File: config.mk
export PLATFORM = sky130hd
export DESIGN_NAME = afk_link
export DESIGN_NICKNAME = d
export VERILOG_FILES = /design/src/sv/arm_forward_kinematics_core_assert.svh /design/src/sv/afk_pkg.sv /design/src/sv/afk_link.sv
export SDC_FILE = /design/constraint.sdc
export NUM_CORES = 2
export LEC_CHECK = 0
export ABC_AREA = 1
export BUFFER_PORTS_ARGS = -buffer_cell sky130_fd_sc_hd__clkbuf_2
export CAP_MARGIN = 20
export CORE_UTILIZATION = 30
export DETAILED_ROUTE_END_ITERATION = 12
export HOLD_SLACK_MARGIN = 0.15
export SLEW_MARGIN = 40
export SYNTH_ARGS = -nofsm -noshare
export SYNTH_HDL_FRONTEND = slang
export SYNTH_SLANG_ARGS = --single-unit
File: constraint.sdc
create_clock -name clk -period 7.1 [get_ports clk]
set_input_delay 0 -clock clk [delete_from_list [all_inputs] [get_ports clk]]
set_output_delay 0 -clock clk [all_outputs]
set_load 0.02 [all_outputs]
File: src/sv/arm_forward_kinematics_core_assert.svh
// Assertion helpers shared by the pipeline stages.
// Each helper expects signals named clk and rst_n in the module that uses it.
`ifndef ARM_FORWARD_KINEMATICS_CORE_ASSERT_SVH
`define ARM_FORWARD_KINEMATICS_CORE_ASSERT_SVH

// The consequent must hold in the same cycle as the antecedent.
`define AFK_ASSERT_SAME(label, ante, cons, msg) \
  label: assert property (@(posedge clk) disable iff (!rst_n) (ante) |-> (cons)) \
    else $error(msg);

// The consequent must hold in the cycle after the antecedent.
`define AFK_ASSERT_NEXT(label, ante, cons, msg) \
  label: assert property (@(posedge clk) disable iff (!rst_n) (ante) |=> (cons)) \
    else $error(msg);

`endif

File: src/sv/afk_pkg.sv
`default_nettype none

package afk_pkg;

  // Fraction bits of the sine and cosine values.
  localparam int TRIG_FRAC_BITS = 15;

  // Field widths.
  localparam int ANG_W  = 8;
  localparam int DEG_W  = 9;
  localparam int SLOT_W = 3;
  localparam int LEN_W  = 13;
  localparam int POS_W  = 16;

  // Datapath widths.
  localparam int TAB_W     = TRIG_FRAC_BITS + 1;
  localparam int TRIG_W    = TAB_W + 1;
  localparam int TAB_IDX_W = 7;
  localparam int PROD_W    = LEN_W + 1 + TRIG_W;
  localparam int SUM_W     = PROD_W;
  localparam int XY_W      = TRIG_W + SUM_W;

  // Full turn in degrees.
  localparam logic [DEG_W-1:0] DEG_FULL = 9'd360;

  // Configuration port.
  localparam int ADDR_W = 4;
  localparam int DATA_W = 32;

  typedef enum logic [1:0] {
    REG_UPPER_ARM,
    REG_FOREARM,
    REG_HAND,
    REG_BASE_HEIGHT
  } reg_idx_t;

  localparam logic [LEN_W-1:0] UPPER_ARM_RST   = 13'd3712;
  localparam logic [LEN_W-1:0] FOREARM_RST     = 13'd4736;
  localparam logic [LEN_W-1:0] HAND_RST        = 13'd512;
  localparam logic [LEN_W-1:0] BASE_HEIGHT_RST = 13'd1920;

  // Pi in Q30, used only while the table is built.
  localparam logic [63:0] PI_Q30 = 64'd3373259426;

  typedef logic [DEG_W-1:0]         deg_t;
  typedef logic signed [TRIG_W-1:0] trig_t;
  typedef logic [LEN_W-1:0]         len_t;
  typedef logic [SLOT_W-1:0]        slot_t;
  typedef logic signed [SUM_W-1:0]  sum_t;
  typedef logic [90:0][TAB_W-1:0]   sine_tab_t;

  typedef struct packed {
    logic [ANG_W-1:0] base;
    logic [ANG_W-1:0] shoulder;
    logic [ANG_W-1:0] elbow;
    logic [ANG_W-1:0] wrist;
    slot_t            slot;
  } pose_t;

  typedef struct packed {
    len_t upper;
    len_t fore;
    len_t hand;
    len_t height;
  } link_cfg_t;

  typedef struct packed {
    deg_t  base;
    deg_t  a1;
    deg_t  a2;
    deg_t  a3;
    slot_t slot;
  } joint_ang_t;

  typedef struct packed {
    trig_t cos_b;
    trig_t sin_b;
    trig_t cos1;
    trig_t cos2;
    trig_t cos3;
    trig_t sin1;
    trig_t sin2;
    trig_t sin3;
    slot_t slot;
  } trig_set_t;

  typedef struct packed {
    sum_t  reach;
    sum_t  height;
    trig_t cos_b;
    trig_t sin_b;
    slot_t slot;
  } arm_sum_t;

  // Quarter-wave sine table built at elaboration from a Q30 Taylor series,
  // rounded half up to TRIG_FRAC_BITS fraction bits.
  function automatic sine_tab_t build_sine();
    sine_tab_t   tab;
    logic [63:0] x;
    logic [63:0] term;
    logic [63:0] sum;
    for (int d = 0; d <= 90; d++) begin
      x    = (64'(d) * PI_Q30 + 64'd90) / 64'd180;
      term = x;
      sum  = x;
      for (int n = 1; n <= 8; n++) begin
        term = (term * x) >> 30;
        term = (term * x) >> 30;
        term = term / 64'((2 * n) * (2 * n + 1));
        if ((n & 1) != 0) begin
          sum = sum - term;
        end else begin
          sum = sum + term;
        end
      end
      sum    = (sum + (64'd1 << (29 - TRIG_FRAC_BITS))) >> (30 - TRIG_FRAC_BITS);
      tab[d] = TAB_W'(sum);
    end
    return tab;
  endfunction

  localparam sine_tab_t SINE_TAB = build_sine();

  // Sine of an angle below 360 degrees, by quadrant symmetry.
  function automatic trig_t sin_lookup(deg_t a);
    logic [TAB_W-1:0] mag;
    logic             neg;
    trig_t            mag_s;
    if (a <= 9'd90) begin
      mag = SINE_TAB[TAB_IDX_W'(a)];
      neg = 1'b0;
    end else if (a <= 9'd180) begin
      mag = SINE_TAB[TAB_IDX_W'(9'd180 - a)];
      neg = 1'b0;
    end else if (a <= 9'd270) begin
      mag = SINE_TAB[TAB_IDX_W'(a - 9'd180)];
      neg = 1'b1;
    end else begin
      mag = SINE_TAB[TAB_IDX_W'(DEG_FULL - a)];
      neg = 1'b1;
    end
    mag_s = $signed({1'b0, mag});
    return neg ? -mag_s : mag_s;
  endfunction

  // Cosine as the sine of the angle advanced by a quarter turn.
  function automatic trig_t cos_lookup(deg_t a);
    logic [DEG_W:0] s;
    s = {1'b0, a} + 10'd90;
    if (s >= {1'b0, DEG_FULL}) begin
      s = s - {1'b0, DEG_FULL};
    end
    return sin_lookup(DEG_W'(s));
  endfunction

endpackage

`default_nettype wire

File: src/sv/afk_link.sv
`default_nettype none

module afk_link import afk_pkg::*; (
  input  wire logic      clk,
  input  wire logic      rst_n,
  input  wire link_cfg_t cfg,
  input  wire logic      trig_valid,
  output logic           trig_ready,
  input  wire trig_set_t trig,
  output logic           sum_valid,
  input  wire logic      sum_ready,
  output arm_sum_t       arm
);

  typedef logic signed [PROD_W-1:0] prod_t;

  typedef struct packed {
    prod_t rc1;
    prod_t rc2;
    prod_t rc3;
    prod_t zs1;
    prod_t zs2;
    prod_t zs3;
    trig_t cos_b;
    trig_t sin_b;
    slot_t slot;
  } link_prod_t;

  link_prod_t prod_r;
  link_prod_t prod_nxt;
  logic       prod_valid_r;
  logic       prod_ready;
  arm_sum_t   arm_r;
  arm_sum_t   arm_nxt;
  logic       arm_valid_r;
  logic       arm_ready;
  sum_t       h_term;

  assign arm_ready  = !arm_valid_r || sum_ready;
  assign prod_ready = !prod_valid_r || arm_ready;
  assign trig_ready = prod_ready;

  // Each link length times the cosine and sine of its absolute angle.
  always_comb begin
    prod_nxt.rc1   = $signed({1'b0, cfg.upper}) * trig.cos1;
    prod_nxt.rc2   = $signed({1'b0, cfg.fore})  * trig.cos2;
    prod_nxt.rc3   = $signed({1'b0, cfg.hand})  * trig.cos3;
    prod_nxt.zs1   = $signed({1'b0, cfg.upper}) * trig.sin1;
    prod_nxt.zs2   = $signed({1'b0, cfg.fore})  * trig.sin2;
    prod_nxt.zs3   = $signed({1'b0, cfg.hand})  * trig.sin3;
    prod_nxt.cos_b = trig.cos_b;
    prod_nxt.sin_b = trig.sin_b;
    prod_nxt.slot  = trig.slot;
  end

  always_ff @(posedge clk) begin
    if (!rst_n) begin
      prod_valid_r <= 1'b0;
    end else if (prod_ready) begin
      prod_valid_r <= trig_valid;
    end
  end

  always_ff @(posedge clk) begin
    if (prod_ready && trig_valid) begin
      prod_r <= prod_nxt;
    end
  end

  // Planar reach and height, with the shoulder height scaled to the product.
  assign h_term = $signed(SUM_W'({cfg.height, {TRIG_FRAC_BITS{1'b0}}}));

  always_comb begin
    arm_nxt.reach  = prod_r.rc1 + prod_r.rc2 + prod_r.rc3;
    arm_nxt.height = h_term + prod_r.zs1 + prod_r.zs2 + prod_r.zs3;
    arm_nxt.cos_b  = prod_r.cos_b;
    arm_nxt.sin_b  = prod_r.sin_b;
    arm_nxt.slot   = prod_r.slot;
  end

  always_ff @(posedge clk) begin
    if (!rst_n) begin
      arm_valid_r <= 1'b0;
    end else if (arm_ready) begin
      arm_valid_r <= prod_valid_r;
    end
  end

  always_ff @(posedge clk) begin
    if (arm_ready && prod_valid_r) begin
      arm_r <= arm_nxt;
    end
  end

  assign sum_valid = arm_valid_r;
  assign arm       = arm_r;

endmodule

`default_nettype wire

==> qor.csv <==
stage;metric;value;unit
worst_setup_path;cp-end-kind;register;
global_routing;grt-ovfl-total;0;
routing;drtAntennaViolNets;0;
cts;clk_latency;0.63;ns
cts;post-cts-setup-buffers;0;
synth;netlist_area;71950;um2
sta;drv_slew;0;
worst_setup_path;cp-start-kind;primary input;
flow_run;cap_violations;0;
floorplan;dieArea;241800;um2
floorplan;die_y;491.7;um
cts;clk_pin_slew_worst_paths;0.06;ns
floorplan;coreArea;238100;um2
hold_path;holdCritPathClass;in -> reg;
sta;setup_viol;0;
floorplan;ios;296;
finish;fin_nets;11490;
finish;fillers;25260;
worst_setup_path;critPathMaxFanout;34;
synth;synth_most_common_cell;nand2_1;
worst_setup_path;path_cells;buf_2, nand2_1, fa_1, fa_1, inv_1, fa_1, inv_1, fa_1, inv_1, fa_1, inv_1, fa_1, inv_1, ha_1, inv_1, nor3_1, nand2_1, nor3_1, nand2_1, nand3_1, nand2_1;
synth;async_flop_share;0;%
synth;synth_common_cells;nand2_1, inv_1, fa_1;
worst_setup_path;critPathMaxStageDelay;0.70;ns
synth;synthCells;9216;
routing;route.detailed.drc;60;
cts;clock_path_buffers;3;
routing;wirelength;197.9;mm
worst_setup_path;slowest_stage;fa_1;
synth;yosysTopAreaCell;fa_1;
synth;ys_ff_latch;324;
run_status;status;finished with violations;
floorplan;rows;179;
global_routing;gr-usage-all-layers;16.65;%
sta;tightest_slew;0.8583;ns
place;postPlaceCellArea;76750;um2
sta;rsz0062_at_grt;false;
worst_setup_path;crit_family;adder cells;
cts;cts_tree;built;
routing;via_per_inst;4.386;
sta;fin_crit_sh;76.28;%
worst_setup_path;worstPathRequired;7.43;ns
sta;tns;0;ns
finish;final_cell_area;79040;um2
cts;ctsResizeCount;0;
cts;root_buffer;clkbuf_16;
synth;synth_top_area_share;37.65;%
finish;final_util;33.20;%
global_routing;grt_max_degree;95;
worst_setup_path;cp.buffers_inverters;7;
global_routing;grt_pass1_wl;316.9;mm
floorplan;start_util;30.22;%
global_routing;grt_pass1_vias;57220;
synth;synth.area.top_cells;fa_1, nand2_1, inv_1, edfxtp_1, ha_1;
worst_setup_path;critPathKind;in -> reg;
synth;synth_flop_cell;edfxtp_1;
cts;cts_max_level;2;
place;dpl.hpwl;166.7;mm
sta;fin_crit;5.416;ns
sta;hold_viol_final;0;
sta;fmax;184.6;MHz
routing;via_count;55360;
synth;synth_nets;11290;
place;port_buffers;295;
sta;skew;0.05490;ns
global_routing;antenna_found_initial;19;
routing;dr.pass1.iters;11;
sta;relSlewSlack;42.78;%
routing;wl_per_cell;15.68;um
routing;drtIter0Drc;3439;
synth;synth-edff-count;322;
floorplan;fp.dieW;491.7;um
synth;yosys.cell_types.count;36;
place;gp_congestion;0.9200;
cts;cts.sinks;324;
synth;synth_warnings;0;
finish;drive_gt1_share;4.956;%
synth;seq_area_frac_synth;13.49;%
run_status;failed_checks;design-rule violations;
finish;area.growth.synth_to_final;9.858;%
worst_setup_path;crit_arrival;5.75;ns
synth;synth_area_per_cell;7.807;um2
cts;hold_buffers;90;
cts;numCtsBuffers;42;
## placed cells by master, fill, tap and decap left out, types with 6 or more instances in the layout
master         instances
clkbuf_2             279
nor2_1               241
nand4_1               93
clkbuf_4               9
nand3_2               11
clkbuf_16             43
nor3_2                12
diode_2               11
clkbuf_1               7
nor3_1                50
inv_2                 10
a21o_1                 8
buf_4                 24
and2_1                 6
xnor2_1               14
nand3_1              288
fa_1                1353
o21ai_0               35
ha_1                 529
a21oi_1              179
inv_1               2760
o21bai_1              49
nand3b_1               9
nor2_2                24
nand2_2               18
xor2_1               126
edfxtp_1             322
dlygate4sd3_1         90
buf_2                  7
nand2_1             2795
## tightest hold or removal path: cells and delay by family
family        cells  cell delay, ns
simple gates      1            0.20
buf+inv           3            0.38
## logic make-up (layout without fill, tap and decap cells)
family | Yosys count | after routing | share of synthesized area (%)
AND/OR/NAND/NOR | 3556 | 3556 | 19.93
buffers and inverters | 3029 | 3257 | 15.81
adder cells (fa/ha/maj) | 1882 | 1882 | 46.84
flip-flops | 324 | 324 | 13.49
AO/OA/AOI/OAI | 285 | 285 | 2.219
XOR/XNOR | 140 | 140 | 1.704
other | 0 | 11 | 0
## final cells by class
| cell class | count | area (um2) | share of cell area (%) |
|---|---|---|---|
| Antenna cell | 11 | 27.53 | 0.03482 |
| Clock buffer | 52 | 1130 | 1.429 |
| Clock inverter | 20 | 227.7 | 0.2881 |
| Inverter | 2771 | 10410 | 13.17 |
| Multi-Input combinational cell | 5863 | 50880 | 64.37 |
| Sequential cell | 324 | 9709 | 12.28 |
| Tap cell | 3167 | 3963 | 5.013 |
| Timing Repair Buffer | 414 | 2694 | 3.408 |
## through the flow
step | std cells | hold slack, ns | setup WS [ns]
after global routing | 12620 | 0.2026 | 1.357
after CTS | 12610 | 0.1527 | 1.644
final | 12620 | 0.2048 | 1.684
after global placement | 12450 | 0.1765 | 1.046
after floorplan | 9216 | 0.09887 | 1.290
after detailed placement | 12450 | 0.1788 | 1.034
## registers in the layout (all words and copies together), names as in the netlist
name,count
prod_valid_r,1
arm_nxt,37
arm,99
prod_r,186
sum_valid,1
## final timing paths
path,startpoint,endpoint,slack [ns],cells after the start
worst max-delay path,cfg[30],prod_r[190],1.68,21
worst min-delay path,cfg[26],prod_r[161],0.20,4
worst min register to register,arm_nxt[28],arm[28],0.42,0
worst max register to register,prod_r[39],arm[47],3.75,9
## per-layer routing
metal | up-vias | GRT usage, % | wire [um]
li1 | 26880 | - | -
met1 | 26960 | 22.08 | 87400
met2 | 1271 | 28.09 | 93300
met3 | 238 | 2.245 | 10350
met4 | 22 | 4.953 | 6739
met5 | - | 0 | 122
Power is left out: the tool's default activity adds up to more than one toggle a clock period on the data nets, which glitch-free logic cannot reach.
