==> src/sv/arm_forward_kinematics_core_assert.svh <==
// Assertion helpers shared by the pipeline stages.
// Each helper expects signals named clk and rst_n in the module that uses it.
`ifndef ARM_FORWARD_KINEMATICS_CORE_ASSERT_SVH
`define ARM_FORWARD_KINEMATICS_CORE_ASSERT_SVH

// The consequent must hold in the same cycle as the antecedent.
`define AFK_ASSERT_SAME(label, ante, cons, msg) \
  label: assert property (@(posedge clk) disable iff (!rst_n) (ante) |-> (cons)) \
    else $error(msg);

// The consequent must hold in the cycle after the antecedent.
`define AFK_ASSERT_NEXT(label, ante, cons, msg) \
  label: assert property (@(posedge clk) disable iff (!rst_n) (ante) |=> (cons)) \
    else $error(msg);

`endif

==> src/sv/afk_pkg.sv <==
`default_nettype none

package afk_pkg;

  // Fraction bits of the sine and cosine values.
  localparam int TRIG_FRAC_BITS = 15;

  // Field widths.
  localparam int ANG_W  = 8;
  localparam int DEG_W  = 9;
  localparam int SLOT_W = 3;
  localparam int LEN_W  = 13;
  localparam int POS_W  = 16;

  // Datapath widths.
  localparam int TAB_W     = TRIG_FRAC_BITS + 1;
  localparam int TRIG_W    = TAB_W + 1;
  localparam int TAB_IDX_W = 7;
  localparam int PROD_W    = LEN_W + 1 + TRIG_W;
  localparam int SUM_W     = PROD_W;
  localparam int XY_W      = TRIG_W + SUM_W;

  // Full turn in degrees.
  localparam logic [DEG_W-1:0] DEG_FULL = 9'd360;

  // Configuration port.
  localparam int ADDR_W = 4;
  localparam int DATA_W = 32;

  typedef enum logic [1:0] {
    REG_UPPER_ARM,
    REG_FOREARM,
    REG_HAND,
    REG_BASE_HEIGHT
  } reg_idx_t;

  localparam logic [LEN_W-1:0] UPPER_ARM_RST   = 13'd3712;
  localparam logic [LEN_W-1:0] FOREARM_RST     = 13'd4736;
  localparam logic [LEN_W-1:0] HAND_RST        = 13'd512;
  localparam logic [LEN_W-1:0] BASE_HEIGHT_RST = 13'd1920;

  // Pi in Q30, used only while the table is built.
  localparam logic [63:0] PI_Q30 = 64'd3373259426;

  typedef logic [DEG_W-1:0]         deg_t;
  typedef logic signed [TRIG_W-1:0] trig_t;
  typedef logic [LEN_W-1:0]         len_t;
  typedef logic [SLOT_W-1:0]        slot_t;
  typedef logic signed [SUM_W-1:0]  sum_t;
  typedef logic [90:0][TAB_W-1:0]   sine_tab_t;

  typedef struct packed {
    logic [ANG_W-1:0] base;
    logic [ANG_W-1:0] shoulder;
    logic [ANG_W-1:0] elbow;
    logic [ANG_W-1:0] wrist;
    slot_t            slot;
  } pose_t;

  typedef struct packed {
    len_t upper;
    len_t fore;
    len_t hand;
    len_t height;
  } link_cfg_t;

  typedef struct packed {
    deg_t  base;
    deg_t  a1;
    deg_t  a2;
    deg_t  a3;
    slot_t slot;
  } joint_ang_t;

  typedef struct packed {
    trig_t cos_b;
    trig_t sin_b;
    trig_t cos1;
    trig_t cos2;
    trig_t cos3;
    trig_t sin1;
    trig_t sin2;
    trig_t sin3;
    slot_t slot;
  } trig_set_t;

  typedef struct packed {
    sum_t  reach;
    sum_t  height;
    trig_t cos_b;
    trig_t sin_b;
    slot_t slot;
  } arm_sum_t;

  // Quarter-wave sine table built at elaboration from a Q30 Taylor series,
  // rounded half up to TRIG_FRAC_BITS fraction bits.
  function automatic sine_tab_t build_sine();
    sine_tab_t   tab;
    logic [63:0] x;
    logic [63:0] term;
    logic [63:0] sum;
    for (int d = 0; d <= 90; d++) begin
      x    = (64'(d) * PI_Q30 + 64'd90) / 64'd180;
      term = x;
      sum  = x;
      for (int n = 1; n <= 8; n++) begin
        term = (term * x) >> 30;
        term = (term * x) >> 30;
        term = term / 64'((2 * n) * (2 * n + 1));
        if ((n & 1) != 0) begin
          sum = sum - term;
        end else begin
          sum = sum + term;
        end
      end
      sum    = (sum + (64'd1 << (29 - TRIG_FRAC_BITS))) >> (30 - TRIG_FRAC_BITS);
      tab[d] = TAB_W'(sum);
    end
    return tab;
  endfunction

  localparam sine_tab_t SINE_TAB = build_sine();

  // Sine of an angle below 360 degrees, by quadrant symmetry.
  function automatic trig_t sin_lookup(deg_t a);
    logic [TAB_W-1:0] mag;
    logic             neg;
    trig_t            mag_s;
    if (a <= 9'd90) begin
      mag = SINE_TAB[TAB_IDX_W'(a)];
      neg = 1'b0;
    end else if (a <= 9'd180) begin
      mag = SINE_TAB[TAB_IDX_W'(9'd180 - a)];
      neg = 1'b0;
    end else if (a <= 9'd270) begin
      mag = SINE_TAB[TAB_IDX_W'(a - 9'd180)];
      neg = 1'b1;
    end else begin
      mag = SINE_TAB[TAB_IDX_W'(DEG_FULL - a)];
      neg = 1'b1;
    end
    mag_s = $signed({1'b0, mag});
    return neg ? -mag_s : mag_s;
  endfunction

  // Cosine as the sine of the angle advanced by a quarter turn.
  function automatic trig_t cos_lookup(deg_t a);
    logic [DEG_W:0] s;
    s = {1'b0, a} + 10'd90;
    if (s >= {1'b0, DEG_FULL}) begin
      s = s - {1'b0, DEG_FULL};
    end
    return sin_lookup(DEG_W'(s));
  endfunction

endpackage

`default_nettype wire

==> src/sv/afk_out.sv <==
`default_nettype none
`include "arm_forward_kinematics_core_assert.svh"

module afk_out import afk_pkg::*; (
  input  wire logic            clk,
  input  wire logic            rst_n,
  input  wire logic            sum_valid,
  output logic                 sum_ready,
  input  wire arm_sum_t        arm,
  output logic                 res_valid,
  input  wire logic            res_ready,
  output logic signed [POS_W-1:0] pos_x,
  output logic signed [POS_W-1:0] pos_y,
  output logic signed [POS_W-1:0] pos_z,
  output slot_t                result_slot
);

  localparam int XR_W = XY_W - 2 * TRIG_FRAC_BITS;
  localparam int ZR_W = SUM_W - TRIG_FRAC_BITS;

  localparam logic signed [XY_W-1:0]  X_HALF = XY_W'(64'd1 << (2 * TRIG_FRAC_BITS - 1));
  localparam logic signed [SUM_W-1:0] Z_HALF = SUM_W'(64'd1 << (TRIG_FRAC_BITS - 1));
  localparam logic signed [XR_W-1:0]  X_MAX  = XR_W'(32767);
  localparam logic signed [XR_W-1:0]  X_MIN  = XR_W'(-32768);
  localparam logic signed [ZR_W-1:0]  Z_MAX  = ZR_W'(32767);
  localparam logic signed [ZR_W-1:0]  Z_MIN  = ZR_W'(-32768);

  typedef logic signed [XY_W-1:0] xy_t;

  typedef struct packed {
    xy_t                     x;
    xy_t                     y;
    logic signed [POS_W-1:0] z;
    slot_t                   slot;
  } proj_t;

  proj_t                   prj_r;
  proj_t                   prj_nxt;
  logic                    prj_valid_r;
  logic                    prj_ready;
  logic                    res_valid_r;
  logic                    res_stage_ready;
  logic signed [POS_W-1:0] x_r;
  logic signed [POS_W-1:0] x_nxt;
  logic signed [POS_W-1:0] y_r;
  logic signed [POS_W-1:0] y_nxt;
  logic signed [POS_W-1:0] z_r;
  slot_t                   slot_r;

  logic signed [SUM_W-1:0] z_biased;
  logic signed [ZR_W-1:0]  z_round;
  logic signed [XY_W-1:0]  x_biased;
  logic signed [XY_W-1:0]  y_biased;
  logic signed [XR_W-1:0]  x_round;
  logic signed [XR_W-1:0]  y_round;

  assign res_stage_ready = !res_valid_r || res_ready;
  assign prj_ready       = !prj_valid_r || res_stage_ready;
  assign sum_ready       = prj_ready;

  // Project the reach onto x and y; round and saturate the height.
  always_comb begin
    z_biased  = arm.height + Z_HALF;
    z_round   = ZR_W'(z_biased >>> TRIG_FRAC_BITS);
    prj_nxt.x = arm.cos_b * arm.reach;
    prj_nxt.y = arm.sin_b * arm.reach;
    if (z_round > Z_MAX) begin
      prj_nxt.z = POS_W'(Z_MAX);
    end else if (z_round < Z_MIN) begin
      prj_nxt.z = POS_W'(Z_MIN);
    end else begin
      prj_nxt.z = POS_W'(z_round);
    end
    prj_nxt.slot = arm.slot;
  end

  always_ff @(posedge clk) begin
    if (!rst_n) begin
      prj_valid_r <= 1'b0;
    end else if (prj_ready) begin
      prj_valid_r <= sum_valid;
    end
  end

  always_ff @(posedge clk) begin
    if (prj_ready && sum_valid) begin
      prj_r <= prj_nxt;
    end
  end

  // Round half up by both fraction scalings, then saturate x and y.
  always_comb begin
    x_biased = prj_r.x + X_HALF;
    y_biased = prj_r.y + X_HALF;
    x_round  = XR_W'(x_biased >>> (2 * TRIG_FRAC_BITS));
    y_round  = XR_W'(y_biased >>> (2 * TRIG_FRAC_BITS));
    if (x_round > X_MAX) begin
      x_nxt = POS_W'(X_MAX);
    end else if (x_round < X_MIN) begin
      x_nxt = POS_W'(X_MIN);
    end else begin
      x_nxt = POS_W'(x_round);
    end
    if (y_round > X_MAX) begin
      y_nxt = POS_W'(X_MAX);
    end else if (y_round < X_MIN) begin
      y_nxt = POS_W'(X_MIN);
    end else begin
      y_nxt = POS_W'(y_round);
    end
  end

  // Output register.
  always_ff @(posedge clk) begin
    if (!rst_n) begin
      res_valid_r <= 1'b0;
    end else if (res_stage_ready) begin
      res_valid_r <= prj_valid_r;
    end
  end

  always_ff @(posedge clk) begin
    if (res_stage_ready && prj_valid_r) begin
      x_r    <= x_nxt;
      y_r    <= y_nxt;
      z_r    <= prj_r.z;
      slot_r <= prj_r.slot;
    end
  end

  assign res_valid   = res_valid_r;
  assign pos_x       = x_r;
  assign pos_y       = y_r;
  assign pos_z       = z_r;
  assign result_slot = slot_r;

  // A word in the projection stage reaches the output register when it frees up.
  `AFK_ASSERT_NEXT(a_out_load, prj_valid_r && res_stage_ready, res_valid_r, "projected word not moved to output")

endmodule

`default_nettype wire

==> config.mk <==
export PLATFORM = sky130hd
export DESIGN_NAME = afk_out
export DESIGN_NICKNAME = d
export VERILOG_FILES = /design/src/sv/afk_pkg.sv /design/src/sv/afk_out.sv
export VERILOG_INCLUDE_DIRS = /design/src /design/src/sv
export SDC_FILE = /design/constraint.sdc
export NUM_CORES = 2
export LEC_CHECK = 0
export BUFFER_PORTS_ARGS = -buffer_cell sky130_fd_sc_hd__buf_2
export CORE_MARGIN = 1
export CORE_UTILIZATION = 40
export CTS_CLUSTER_DIAMETER = 30
export CTS_CLUSTER_SIZE = 25
export DETAILED_ROUTE_END_ITERATION = 8
export HOLD_SLACK_MARGIN = 0.02
export SETUP_SLACK_MARGIN = 0.05
export SYNTH_ARGS = -nofsm -noshare
export SYNTH_HDL_FRONTEND = slang
export SYNTH_SLANG_ARGS = --single-unit
==> constraint.sdc <==
create_clock -name clk -period 14.69 [get_ports clk]
set_input_delay 0 -clock clk [delete_from_list [all_inputs] [get_ports clk]]
set_output_delay 0 -clock clk [all_outputs]
set_load 0.005 [all_outputs]
==> qor.yml <==
status:
  outcome: "completed"
timing:
  max_clock_freq_mhz: 143.4
  tightest_slew_ps: 984.8
  relSlewSlack: 0.3394
  setup_tns_ps: 0
  min_period_over_period: 0.4748
  fin_skew_ps: 16.88
  rsz0062_at_grt: "no"
  hold_violations: 0
  slew_violations: 0
  setup_viol_count_final: 0
  finalCriticalPeriod_ps: 6974
worst_setup_path:
  critPathSlowestCell: "clkinv_1"
  r2r_start: "prj_r[49]$_DFFE_PP_"
  max_stage_delay_ps: 830
  critical_path_class: "input port to flop"
  crit_family: "adder cells"
  cp_common_cell: "fa_1"
  path_cells: "buf_2 -> clkinv_1 -> nor2_1 -> fa_1 -> fa_1 -> fa_1 -> fa_1 -> fa_1 -> inv_1 -> fa_1 -> inv_1 -> ha_1 -> a21o_1 -> a311o_1 -> a21oi_1 -> o311ai_1 -> o21ai_1 -> nand4_1 -> a311o_1 -> a31o_1 -> a21oi_2 -> xnor2_1"
  critical_path_arrival_ps: 7130
  rr_endpoint: "pos_y[4]$_SDFFCE_PN1P_"
  r2r_cells: 10
  worstPathRequired_ps: 14840
  cp_num_buf_inv: 4
  cp-end-kind: "flop"
  worstSetupStartpointType: "input port"
  timing.reg2reg.setup_slack_ps: 11800
  crit_fanout: 27
synthesis:
  synth_top_family_by_area: "adder cells"
  syn_inst: 4072
  synth-xor-area-share: 0.02315
  synth-adder-area-share: 0.5898
  synth_top_area_cell: "fa_1"
  synth_top_area_share: 0.5189
  synth_common_cells: "fa_1 (1010), inv_1 (1007), nand2_1 (579)"
  synth-compound-area-share: 0.03359
  synth-edff-count: 108
  ys_seq_area_frac: 0.08425
  ys_seq_elements: 110
  post_synth_and_or_nand_nor_area_fraction: 0.1525
  yosys_warnings: 0
  syn_area_um2: 38970
  yosysUniqueCellTypes: 60
  synth_flop_cell: "edfxtp_1"
  synth_area_leaders: "fa_1 (52%), inv_1 (9.7%), edfxtp_1 (8.3%)"
  syn_nets: 5406
  syn_avg_cell_area_um2: 9.570
  synth_mux_area_frac: 0.0002890
  async_reset_ff_frac: 0
  synth.most_common_cell: "fa_1"
clock_network:
  ctsResizeCount: 0
  numCtsBuffers: 9
  cts_tree: "done"
  htreeDepth: 3
  insertion_delay_ps: 400
  cts_hold_buf: 26
  numClockSinks: 110
  cts-root-buf: "clkbuf_16"
  clk_pin_slew_ps: 90
  cts_setup_buffers: 0
  cts_max_path_buffers: 2
layout:
  syn2layout_area_growth_pct: 5.921
  diodes: 0
  fill_cells: 9424
  multi_input_area_um2: 31160
  drive_gt1_frac: 0.04635
  layout.nets: 5407
  seqCellArea_um2: 3283
drt:
  drc: 0
  antenna_left: 0
  num_vias: 26140
  viasPerCell: 4.883
  wl_mm: 91.77
  drt_iter0_markers: 1208
  first_pass_iters: 7
  wl_per_cell_um: 17.14
global_route:
  grt_pass1_vias: 29180
  grt_max_degree: 42
  antenna_found_initial: 2
  globalRouteTotalUtil: 0.1997
  grt_pass1_wl_mm: 156.7
  overflow: 0
floorplanning:
  die_h_um: 314.1
  fp.dieW_um: 314.1
  die_area_um2: 98670
  io_pins: 156
  initial_core_util: 0.4035
  core-area_um2: 96570
  row_count: 114
min_path:
  whs_endpoint: "prj_r[5]$_SDFFCE_PN1P_"
  hold_class: "input port to flop"
  worstHoldStart: "arm[51]"
  min_path_cells: 3
flow_run:
  maxCapViolations: 0
placement:
  portBuffers: 141
  place_hpwl_mm: 70.76
  gp_congestion: 0.8730
==> worst min-delay path, stage by stage <==
cell and delay [ps]:
buf_2 110, nand3_1 120, xnor2_1 130
==> metal layers <==
metal | wire, um | up-vias | GRT usage
li1 | - | 11750 | -
met1 | 40610 | 13770 | 0.2747
met2 | 45300 | 540 | 0.3419
met3 | 4262 | 85 | 0.02358
met4 | 1582 | 2 | 0.03548
met5 | 14 | - | 0
==> through the flow <==
step / setup WS, ps / instance area (um^2) / hold slack, ps / utilization / std cells
detailed placement: 7262 / 40700 / 178.6 / 0.4215 / 5312
CTS: 7631 / 41270 / 73.83 / 0.4274 / 5354
finish: 7716 / 41270 / 73.22 / 0.4274 / 5354
global route: 7311 / 41270 / 97.53 / 0.4274 / 5354
floorplan: 8846 / 38970 / 98.87 / - / 4072
global placement: 7269 / 40700 / 176.0 / 0.4215 / 5312
==> cell usage in the layout, fill, tap and decap left out, types with 42 or more instances in the layout <==
master    instances
fa_1           1010
inv_1          1007
nand2_1         579
and2_1          454
ha_1            221
buf_2           141
edfxtp_1        108
nor2_1           86
xnor2_1          65
o21ai_0          49
a21oi_1          42
==> cell families after synthesis <==
logic type	count (synthesis)
AO/OA/AOI/OAI	199
adder cells (fa/ha/maj)	1231
XOR/XNOR	103
buffers and inverters	1208
multiplexers	1
AND/OR/NAND/NOR	1220
flip-flops	110
==> state kept, by name (all words and copies together) (netlist names) <==
register	flops
prj_r	57
pos_x	16
pos_y	16
pos_z	16
result_slot	3
prj_valid_r	1
res_valid	1
==> layout make-up <==
class / count / share of cell area
clock buffers: 9 / 0.005457
clock inverters: 7 / 0.002213
inverters: 1009 / 0.09176
multi-input cells: 2754 / 0.7549
flip-flops and latches: 110 / 0.07954
well taps: 1276 / 0.03868
repair buffers: 189 / 0.02740
==> worst max-delay path by stage <==
| stage | endpoint | cells after the start | from | slack [ps] |
|---|---|---|---|---|
| 6_report | prj_r[66]$_DFFE_PP_ | 22 | arm[19] | 7720 |
| 5_1_grt | prj_r[61]$_DFFE_PP_ | 22 | arm[19] | 7310 |
| 4_1_cts | prj_r[66]$_DFFE_PP_ | 22 | arm[19] | 7630 |
| 3_5_place_dp | prj_r[66]$_DFFE_PP_ | 22 | arm[19] | 7260 |
| 3_3_place_gp | prj_r[66]$_DFFE_PP_ | 22 | arm[19] | 7270 |
| 2_1_floorplan | prj_r[66]$_DFFE_PP_ | 24 | arm[75] | 8850 |
Power is not shown: default switching activity piles up to over one toggle a cycle in this logic, so the estimate is an artifact.
